$ cat src/design/rne_pkg.sv
`timescale 1ns / 1ps

package rne_pkg;

    localparam int unsigned ValueWidth  = 12;
    localparam int unsigned LetterWidth = 7;
    localparam int unsigned DigitWidth  = 4;
    localparam int unsigned NumDigits   = 4;
    localparam logic [ValueWidth-1:0] ValueMax = 12'd3999;

    localparam logic [LetterWidth-1:0] LetterI = 7'h49;
    localparam logic [LetterWidth-1:0] LetterV = 7'h56;
    localparam logic [LetterWidth-1:0] LetterX = 7'h58;
    localparam logic [LetterWidth-1:0] LetterL = 7'h4C;
    localparam logic [LetterWidth-1:0] LetterC = 7'h43;
    localparam logic [LetterWidth-1:0] LetterD = 7'h44;
    localparam logic [LetterWidth-1:0] LetterM = 7'h4D;
    localparam logic [LetterWidth-1:0] LetterNone = 7'h00;

    localparam logic [1:0] PosUnits     = 2'd0;
    localparam logic [1:0] PosTens      = 2'd1;
    localparam logic [1:0] PosHundreds  = 2'd2;
    localparam logic [1:0] PosThousands = 2'd3;

    typedef struct packed {
        logic                                  zero;
        logic                                  oor;
        logic [NumDigits-1:0][DigitWidth-1:0]  digit;
    } item_t;

    typedef struct packed {
        logic [DigitWidth-1:0] digit;
        logic [ValueWidth-1:0] rem;
    } split_t;

    // Largest multiple of step, up to nine times step, not above r, found by parallel compares.
    function automatic split_t split_dec(input logic [ValueWidth-1:0] r,
                                         input logic [9:0] step);
        split_t res;
        logic [13:0] prod;
        res.digit = '0;
        res.rem   = r;
        for (int k = 1; k <= 9; k++) begin
            prod = 14'(k) * {4'b0, step};
            if ({2'b0, r} >= prod) begin
                res.digit = DigitWidth'(k);
                res.rem   = r - prod[ValueWidth-1:0];
            end
        end
        return res;
    endfunction

    function automatic logic [2:0] digit_len(input logic [DigitWidth-1:0] d);
        logic [2:0] len;
        case (d)
            4'd1, 4'd5: len = 3'd1;
            4'd2, 4'd4, 4'd6, 4'd9: len = 3'd2;
            4'd3, 4'd7: len = 3'd3;
            4'd8: len = 3'd4;
            default: len = 3'd0;
        endcase
        return len;
    endfunction

    function automatic logic [1:0] top_set(input logic [NumDigits-1:0] m);
        logic [1:0] p;
        p = PosUnits;
        if (m[1]) p = PosTens;
        if (m[2]) p = PosHundreds;
        if (m[3]) p = PosThousands;
        return p;
    endfunction

    function automatic logic [LetterWidth-1:0] numeral(input logic [1:0] pos,
                                                       input logic [DigitWidth-1:0] d,
                                                       input logic [1:0] j);
        logic [LetterWidth-1:0] one;
        logic [LetterWidth-1:0] five;
        logic [LetterWidth-1:0] ten;
        logic [LetterWidth-1:0] ch;
        case (pos)
            PosUnits: begin
                one = LetterI; five = LetterV; ten = LetterX;
            end
            PosTens: begin
                one = LetterX; five = LetterL; ten = LetterC;
            end
            PosHundreds: begin
                one = LetterC; five = LetterD; ten = LetterM;
            end
            default: begin
                one = LetterM; five = LetterM; ten = LetterM;
            end
        endcase
        if (d == 4'd4) begin
            ch = (j == 2'd0) ? one : five;
        end else if (d == 4'd9) begin
            ch = (j == 2'd0) ? one : ten;
        end else if (d inside {[4'd5:4'd8]}) begin
            ch = (j == 2'd0) ? five : one;
        end else begin
            ch = one;
        end
        return ch;
    endfunction

endpackage

$ cat src/design/rne_front.sv
`timescale 1ns / 1ps

module rne_front (
    input  logic                               aclk,
    input  logic                               aresetn,
    input  logic                               s_valid,
    output logic                               s_ready,
    input  logic [rne_pkg::ValueWidth-1:0]     s_value,
    output logic                               item_valid,
    input  logic                               item_ready,
    output rne_pkg::item_t                     item
);

    logic                              a_valid_reg;
    logic                              a_zero_reg;
    logic                              a_oor_reg;
    logic [rne_pkg::DigitWidth-1:0]    a_d3_reg;
    logic [9:0]                        a_rem_reg;
    logic                              b_valid_reg;
    logic                              b_zero_reg;
    logic                              b_oor_reg;
    logic [rne_pkg::DigitWidth-1:0]    b_d3_reg;
    logic [rne_pkg::DigitWidth-1:0]    b_d2_reg;
    logic [6:0]                        b_rem_reg;
    logic                              b_ready;
    logic                              in_zero;
    logic                              in_oor;
    rne_pkg::split_t                   sp_th;
    rne_pkg::split_t                   sp_hu;
    rne_pkg::split_t                   sp_te;

    assign b_ready = !b_valid_reg || item_ready;
    assign s_ready = !a_valid_reg || b_ready;

    assign in_zero = (s_value == '0);
    assign in_oor  = (s_value > rne_pkg::ValueMax);
    assign sp_th   = rne_pkg::split_dec(s_value, 10'd1000);
    assign sp_hu   = rne_pkg::split_dec({2'b0, a_rem_reg}, 10'd100);
    assign sp_te   = rne_pkg::split_dec({5'b0, b_rem_reg}, 10'd10);

    always_ff @(posedge aclk) begin
        if (!aresetn) begin
            a_valid_reg <= 1'b0;
            b_valid_reg <= 1'b0;
        end else begin
            if (s_ready) begin
                a_valid_reg <= s_valid;
            end
            if (s_valid && s_ready) begin
                a_zero_reg <= in_zero;
                a_oor_reg  <= in_oor;
                a_d3_reg   <= in_oor ? '0 : sp_th.digit;
                a_rem_reg  <= in_oor ? '0 : sp_th.rem[9:0];
            end
            if (b_ready) begin
                b_valid_reg <= a_valid_reg;
            end
            if (a_valid_reg && b_ready) begin
                b_zero_reg <= a_zero_reg;
                b_oor_reg  <= a_oor_reg;
                b_d3_reg   <= a_d3_reg;
                b_d2_reg   <= sp_hu.digit;
                b_rem_reg  <= sp_hu.rem[6:0];
            end
        end
    end

    assign item_valid     = b_valid_reg;
    assign item.zero      = b_zero_reg;
    assign item.oor       = b_oor_reg;
    assign item.digit[3]  = b_d3_reg;
    assign item.digit[2]  = b_d2_reg;
    assign item.digit[1]  = sp_te.digit;
    assign item.digit[0]  = sp_te.rem[rne_pkg::DigitWidth-1:0];

endmodule

$ cat src/design/rne_queue.sv
`timescale 1ns / 1ps

module rne_queue (
    input  logic             aclk,
    input  logic             aresetn,
    input  logic             in_valid,
    output logic             in_ready,
    input  rne_pkg::item_t   in_item,
    output logic             out_valid,
    input  logic             out_ready,
    output rne_pkg::item_t   out_item
);

    rne_pkg::item_t  mem_reg [2];
    logic            wr_ptr_reg;
    logic            rd_ptr_reg;
    logic [1:0]      count_reg;
    logic [1:0]      count_next;
    logic            push;
    logic            pop;

    assign in_ready  = (count_reg != 2'd2);
    assign out_valid = (count_reg != 2'd0);
    assign out_item  = mem_reg[rd_ptr_reg];
    assign push      = in_valid && in_ready;
    assign pop       = out_valid && out_ready;

    always_comb begin
        count_next = count_reg;
        if (push && !pop) begin
            count_next = count_reg + 2'd1;
        end else if (pop && !push) begin
            count_next = count_reg - 2'd1;
        end
    end

    always_ff @(posedge aclk) begin
        if (!aresetn) begin
            wr_ptr_reg <= 1'b0;
            rd_ptr_reg <= 1'b0;
            count_reg  <= 2'd0;
        end else begin
            count_reg <= count_next;
            if (push) begin
                mem_reg[wr_ptr_reg] <= in_item;
                wr_ptr_reg          <= !wr_ptr_reg;
            end
            if (pop) begin
                rd_ptr_reg <= !rd_ptr_reg;
            end
        end
    end

endmodule

$ cat src/design/rne_back.sv
`timescale 1ns / 1ps

module rne_back (
    input  logic                                aclk,
    input  logic                                aresetn,
    input  logic                                head_valid,
    output logic                                head_pop,
    input  rne_pkg::item_t                      head,
    output logic                                m_valid,
    input  logic                                m_ready,
    output logic [rne_pkg::LetterWidth-1:0]     m_letter,
    output logic                                m_last,
    output logic                                m_empty_res,
    output logic                                m_out_of_range
);

    logic                                 m_valid_reg;
    logic [rne_pkg::LetterWidth-1:0]      m_letter_reg;
    logic                                 m_last_reg;
    logic                                 m_empty_reg;
    logic                                 m_oor_reg;
    logic                                 started_reg;
    logic [1:0]                           pos_reg;
    logic [1:0]                           j_reg;
    logic [rne_pkg::NumDigits-1:0]        nz;
    logic [rne_pkg::NumDigits-1:0]        below;
    logic [1:0]                           cur_pos;
    logic [rne_pkg::DigitWidth-1:0]       cur_d;
    logic [2:0]                           cur_len;
    logic                                 digit_done;
    logic                                 special;
    logic                                 fire;
    logic                                 final_res;

    always_comb begin
        for (int i = 0; i < rne_pkg::NumDigits; i++) begin
            nz[i] = (head.digit[i] != '0);
        end
    end

    assign cur_pos    = started_reg ? pos_reg : rne_pkg::top_set(nz);
    assign cur_d      = head.digit[cur_pos];
    assign cur_len    = rne_pkg::digit_len(cur_d);
    assign digit_done = (({1'b0, j_reg} + 3'd1) == cur_len);

    always_comb begin
        case (cur_pos)
            rne_pkg::PosThousands: below = nz & 4'b0111;
            rne_pkg::PosHundreds:  below = nz & 4'b0011;
            rne_pkg::PosTens:      below = nz & 4'b0001;
            default:               below = 4'b0000;
        endcase
    end

    assign special   = head.zero || head.oor;
    assign fire      = head_valid && (!m_valid_reg || m_ready);
    assign final_res = special || (digit_done && (below == '0));
    assign head_pop  = fire && final_res;

    always_ff @(posedge aclk) begin
        if (!aresetn) begin
            m_valid_reg <= 1'b0;
            started_reg <= 1'b0;
            pos_reg     <= rne_pkg::PosUnits;
            j_reg       <= 2'd0;
        end else begin
            if (m_ready) begin
                m_valid_reg <= 1'b0;
            end
            if (fire) begin
                m_valid_reg  <= 1'b1;
                m_last_reg   <= final_res;
                m_empty_reg  <= head.zero;
                m_oor_reg    <= head.oor;
                m_letter_reg <= special ? rne_pkg::LetterNone
                                        : rne_pkg::numeral(cur_pos, cur_d, j_reg);
                if (final_res) begin
                    started_reg <= 1'b0;
                    j_reg       <= 2'd0;
                end else if (digit_done) begin
                    started_reg <= 1'b1;
                    pos_reg     <= rne_pkg::top_set(below);
                    j_reg       <= 2'd0;
                end else begin
                    started_reg <= 1'b1;
                    pos_reg     <= cur_pos;
                    j_reg       <= j_reg + 2'd1;
                end
            end
        end
    end

    assign m_valid        = m_valid_reg;
    assign m_letter       = m_letter_reg;
    assign m_last         = m_last_reg;
    assign m_empty_res    = m_empty_reg;
    assign m_out_of_range = m_oor_reg;

endmodule

$ cat src/design/roman_numeral_encoder.sv
// A first result passes front registers A and B, the queue, then the output register.
// Throughput: one result per cycle while m_ready holds; a request has 1 up to 15 results
// (3888); the back end's single output register sets this rate.
// A two-stage front end and a two-entry queue keep requests flowing meanwhile.
// Reset: aresetn is synchronous and active low; it empties all stages, the queue and
// the output register.
`timescale 1ns / 1ps

module roman_numeral_encoder (
    input  logic                                aclk,
    input  logic                                aresetn,
    input  logic                                s_valid,
    output logic                                s_ready,
    input  logic [rne_pkg::ValueWidth-1:0]      s_value,
    output logic                                m_valid,
    input  logic                                m_ready,
    output logic [rne_pkg::LetterWidth-1:0]     m_letter,
    output logic                                m_last,
    output logic                                m_empty_res,
    output logic                                m_out_of_range
);

    logic             fq_valid;
    logic             fq_ready;
    rne_pkg::item_t   fq_item;
    logic             qb_valid;
    logic             qb_pop;
    rne_pkg::item_t   qb_item;

    rne_front u_front (
        .aclk       (aclk),
        .aresetn    (aresetn),
        .s_valid    (s_valid),
        .s_ready    (s_ready),
        .s_value    (s_value),
        .item_valid (fq_valid),
        .item_ready (fq_ready),
        .item       (fq_item)
    );

    rne_queue u_queue (
        .aclk      (aclk),
        .aresetn   (aresetn),
        .in_valid  (fq_valid),
        .in_ready  (fq_ready),
        .in_item   (fq_item),
        .out_valid (qb_valid),
        .out_ready (qb_pop),
        .out_item  (qb_item)
    );

    rne_back u_back (
        .aclk           (aclk),
        .aresetn        (aresetn),
        .head_valid     (qb_valid),
        .head_pop       (qb_pop),
        .head           (qb_item),
        .m_valid        (m_valid),
        .m_ready        (m_ready),
        .m_letter       (m_letter),
        .m_last         (m_last),
        .m_empty_res    (m_empty_res),
        .m_out_of_range (m_out_of_range)
    );

endmodule
$ cat config.mk
export PLATFORM = sky130hd
export DESIGN_NAME = roman_numeral_encoder
export DESIGN_NICKNAME = d
export VERILOG_FILES = /design/src/design/rne_pkg.sv /design/src/design/rne_front.sv /design/src/design/rne_queue.sv /design/src/design/rne_back.sv /design/src/design/roman_numeral_encoder.sv
export SDC_FILE = /design/constraint.sdc
export NUM_CORES = 1
export LEC_CHECK = 0
export BUFFER_PORTS_ARGS = -buffer_cell sky130_fd_sc_hd__buf_2
export CORE_UTILIZATION = 45
export CTS_CLUSTER_SIZE = 12
export DETAILED_ROUTE_END_ITERATION = 16
export SYNTH_ARGS = -nofsm -noshare
export SYNTH_HDL_FRONTEND = slang
export SYNTH_HIERARCHICAL = 1
export SYNTH_SLANG_ARGS = --single-unit
$ cat constraint.sdc
create_clock -name aclk -period 3.9 [get_ports aclk]
set_input_delay 0.78 -clock aclk [delete_from_list [all_inputs] [get_ports aclk]]
set_output_delay 0.78 -clock aclk [all_outputs]
set_load 0.005 [all_outputs]
# == Word level (Yosys, flattened, before mapping) ==
# Memory sizes are Yosys's and may differ from the RTL's. A register that Yosys moved wholly into a read port is not among the register bits.
# Cells that the tools add are included.
# word_totals
wordCells,184
in_bits,16
register_bits,55
out_inout_bits,12
romBits,48
ramBits,36
memories,2
# classes
n_lt_le_gt_ge,27
add_sub_neg,27
n_mux,55
n_eq_ne,7
bitwise_logic,1
n_reduce_logical,40
# memory_table
name,depth,width,rd,rd_clocked_by_memory_dff,write_ports,line_no,source
(no name shown),16,3,1,0,0,rne_pkg.sv:55,case (d)
u_queue.mem_reg,2,18,1,1,1,rne_queue.sv:14,rne_pkg::item_t mem_reg [2];
# ops
op,count
2-to-1 mux 15 bit,9
2-to-1 mux 14 bit,6
2-to-1 mux 13 bit,4
2-to-1 mux 16 bit,3
"greater-or-equal comparator 10 bit, second input constant",4
"subtractor 10 x 10 -> 11 bit, second input constant",3
"subtractor 10 x 9 -> 11 bit, second input constant",3
"greater-or-equal comparator 10 x 9 -> 1 bit, second input constant",3
case mux 5 bit (3 select lines),2
2-to-1 mux 7 bit,4
"greater-or-equal comparator 12 bit, second input constant",2
"subtractor 12 x 10 -> 12 bit, second input constant",2
"subtractor 12 bit, second input constant",2
"subtractor 7 x 6 -> 8 bit, second input constant",3
"subtractor 7 x 7 -> 8 bit, second input constant",3
"greater-or-equal comparator 7 x 6 -> 1 bit, second input constant",3
"greater-or-equal comparator 7 bit, second input constant",3
2-to-1 mux 2 bit,10
nonzero test 4 bit,4
"subtractor 7 x 5 -> 8 bit, second input constant",2
2-to-1 mux 5 bit,3
"greater-or-equal comparator 12 x 14 -> 1 bit, second input constant",1
"greater-or-equal comparator 7 x 5 -> 1 bit, second input constant",2
"greater-or-equal comparator 12 x 10 -> 1 bit, second input constant",1
38 further kinds,75

# == Longest topological paths before layout ==
# An unclocked memory read counts as a cell.
# depth
depth_word,16
ltp_mapped,19
ltp_nobuf,15

# == Modules after synthesis ==
# Netlist, hierarchy kept.
# by_module_without_submodules
module,area_each_um2,cells_per_inst,n_inst,seq_area_each_um2
rne_front,3479.6,404,1,970.9
rne_queue,1535.2,83,1,1181.1
rne_back,1321.3,153,1,390.4

# == Worst setup path before layout ==
# Ideal clock, no wire load.
# synth_path
kind,register to register
from,register (tool-made name)
to,register u_queue.count_reg[1]
stages_incl_launch_ff,18
t_arrival_ns,4.238
slack_ns,-0.408
period_less_slack_ns,4.308
path_buffers,3
setup_time_ns,0.070
required_time_ns,3.830
cell_sequence,dfxtp_1 > buf_4 > buf_2 > mux2_2 > or4_4 > a211oi_2 > a21o_1 > buf_6 > mux2_2 > or3_1 > and4_1 > o22ai_2 > o21ai_1 > nor2b_1 > o21ai_1 > ha_1 > or3_1 > a21boi_1
# synth_lines
element,line_no,source
"end signal, assigned",rne_queue.sv:43,count_reg <= count_next;
"end, declared",rne_queue.sv:17,logic [1:0] count_reg;

==> impl_results.md <==
* Status: complete, but fails checks
* Failing checks: negative setup slack
* Slew of the pin with the lowest slew margin at 0.883 ns
* Place WS at -0.254 ns
* WS Path Type: reg2reg
* Crit path max-delay family: simple AND/OR/NAND/NOR gates
* Nets at 755
* Root Driver: clkbuf_16
* Die ar. at 14600 um^2
* Final-report hold violation count at 0
* Die Y at 121 um
* DRC viols at 0
* Global-route wire length before repair at 23600 um
* Main synth FF type: edfxtp_1
* Area delta synth->final at 14.8%
* CP Launch Type: flop
* Crit path DAT at 4.28 ns
* Pre-antenna DRT Iters at 6
* # H-tree levels at 3
* Seq/Total Area, Yosys at 40.1%
* Period utilization at 103%
* Placer congestion estimate at 0.926
* Tmin final at 4.02 ns
* Max reg flops at 36
* Setup violators final at 2
* Total GRT Usage at 20.1%
* Largest cells by area after synthesis: edfxtp_1, ha_1, dfxtp_1
* Total number of vias at 5220
* CP Data Required Time at 4.16 ns
* Share of cells above drive strength 1 at 21.1%
* Antenna violations before repair at 0
* Slowest CP cell: or4_4
* Maximum VDD drop at 0.257 mV
* N_diodes at 0
* Synth Instances at 640
* Cell taking the most area after synthesis: edfxtp_1
* Worst path max stage delay at 0.56 ns
* Slew headroom at 41.2%
* Pleak at 2.68 nW
* Most frequent cells in the layout: edfxtp_1, nor2_1, buf_4, a21oi_1, ha_1
* Clk_skew at 0.00713 ns
* Hold WC Path Type: reg2reg
* Power Total at 0.00238 W
* Final WS setup at -0.119 ns
* Routed len/inst at 16.4 um
* Synth Net Count at 697
* Yosys warning count at 6
* Routed Wire Length at 14400 um
* Row count at 42
* Post-DP HPWL at 10700 um
* Vias in the first global route at 4992
* MaxCap Viol Count at 0
* Clk slew on worst S/H paths at 0.06 ns
* First DRT Iteration DRCs at 368
* Vias per inst at 5.95
* Post-synthesis average cell area at 9.90 um^2
* CTS sink count at 89
* Largest net degree at the start of global routing at 19
* Maximum clock frequency at 249 MHz
* Async set-reset flop share out of synthesis at 0%
* ANT nets after route at 0
* Critical path cell sequence: buf_12 -> mux2_4 -> or4_4 -> a211oi_4 -> a21o_1 -> mux2_4 -> or3_4 -> a31oi_4 -> o22ai_2 -> o21ai_2 -> nor2b_4 -> o21ai_2 -> ha_4 -> xor2_1 -> or3_1 -> a21boi_1
* Most common cell after layout, fill and taps aside: edfxtp_1
* CP Buf/Inv Count at 1
* Top cell type's share of synthesized area at 36.0%
* Die span in x at 121 um
* Number of buffers on the longest clock path at 2
* Total grt overflow at 0
* Post-Syn Area at 6340 um^2
* RSZ-0062 raised after global routing: true
* Total CTS buffers at 9
* Clock Latency Late Sink at 0.33 ns
* Worst Path Max Fanout at 10
* Yosys cell types at 90
* Post-layout util at 53.9%
* Boundary Pins at 28
* IO buf count at 26
* Critical path endpoint category: flop
* Yosys reg bits at 89
* Post-synth EDFFs at 76
* Slew Limit Fails at 0
* CTS tree: yes
* Initial core utilization at 46.9%
* Total negative setup slack at -0.140 ns
* Core area at 13500 um^2
* Pwr/cell area at 328 nW/um^2
==> worst register-to-register path, cell delays in order (launching register included) <==
cell	delay, ns
dfxtp_4	0.38
buf_12	0.14
mux2_4	0.31
or4_4	0.56
a211oi_4	0.23
a21o_1	0.21
mux2_4	0.32
or3_4	0.35
a31oi_4	0.18
o22ai_2	0.11
o21ai_2	0.15
nor2b_4	0.16
o21ai_2	0.08
ha_4	0.17
xor2_1	0.14
or3_1	0.31
a21boi_1	0.13
==> power breakdown <==
group | internal [W] | switching (W)
logic | 0.000236 | 0.000297
clock network | 0.000420 | 0.000316
registers | 0.00108 | 0.0000382
==> final timing paths <==
kind,startpoint,end,slack [ns],depth (start not counted)
max,flop,u_queue/count_reg[1],-0.12,16
min,u_front/a_zero_reg,u_front/b_zero_reg,0.42,0
max reg2reg,flop,u_queue/count_reg[1],-0.12,16
min reg2reg,u_front/a_zero_reg,u_front/b_zero_reg,0.42,0
==> cells in the mapped netlist (4+ instances only) <==
| cell type | instances |
|---|---|
| o21ai_0 | 26 |
| a22oi_1 | 6 |
| or3_1 | 6 |
| o22ai_1 | 4 |
| a311oi_1 | 4 |
| a221oi_1 | 6 |
| mux2i_1 | 7 |
| or2_2 | 6 |
| nor3_1 | 13 |
| o211ai_1 | 4 |
| o21ai_1 | 12 |
| and2_1 | 12 |
| a21oi_1 | 41 |
| a31oi_1 | 15 |
| clkbuf_1 | 15 |
| ha_1 | 41 |
| mux2_2 | 19 |
| o21a_1 | 11 |
| a211oi_1 | 5 |
| nand2b_1 | 6 |
| nor2_1 | 47 |
| inv_1 | 37 |
| nor2b_1 | 7 |
| nand2_1 | 38 |
| edfxtp_1 | 76 |
| o31ai_1 | 9 |
| xnor2_1 | 17 |
| buf_2 | 4 |
| o2111ai_1 | 4 |
| dfxtp_1 | 13 |
| buf_4 | 6 |
| a31o_2 | 4 |
| nand3_1 | 19 |
| a21o_1 | 5 |
| nand4_1 | 9 |
==> metrics by stage <==
step	hold slack [ns]	std cells	instance area [um^2]
after floorplan	0.400	640	6370
after global placement	0.401	862	6930
after detailed placement	0.406	862	6930
after CTS	0.419	878	7220
after global routing	0.423	878	7270
final	0.419	878	7270
==> metal layers <==
metal  wire [um]  up-vias  track usage [%]
met5           0        -                0
met4         110        0             4.86
met3         595       13             3.63
met2        7080      144             34.3
met1        6630     2523             26.3
li1            -     2540                -
==> layout make-up <==
class | count | area (um^2)
Fill cell | 1176 | 6230
Multi-Input combinational cell | 484 | 3590
Sequential cell | 89 | 2550
Timing Repair Buffer | 75 | 514
Clock buffer | 10 | 229
Tap cell | 176 | 220
Inverter | 39 | 146
Clock inverter | 5 | 23.8
==> kinds of logic (layout without fill, tap and decap cells) <==
logic type / count (synthesis) / count (layout) / synth area share [%]
AOI/OAI and AO/OA: 197 / 197 / 21.7
and+or+nand+nor: 197 / 197 / 17.5
DFF: 89 / 89 / 40.1
buffers and inverters: 67 / 129 / 4.76
adders and majority gates: 41 / 41 / 8.10
muxes: 29 / 29 / 5.19
xor gates and xnor gates: 18 / 18 / 2.49
other: 2 / 2 / 0.119
==> what timing repair did <==
item | 4_1_cts | 5_1_grt
gates resized for setup | 11 | 10
hold buffers | 0 | 0
buffers inserted | 1 | 0
setup endpoints to repair | 2 | 5
pin swaps | 3 | 4
No activity file was read; power rests on OpenSTA's default activity.
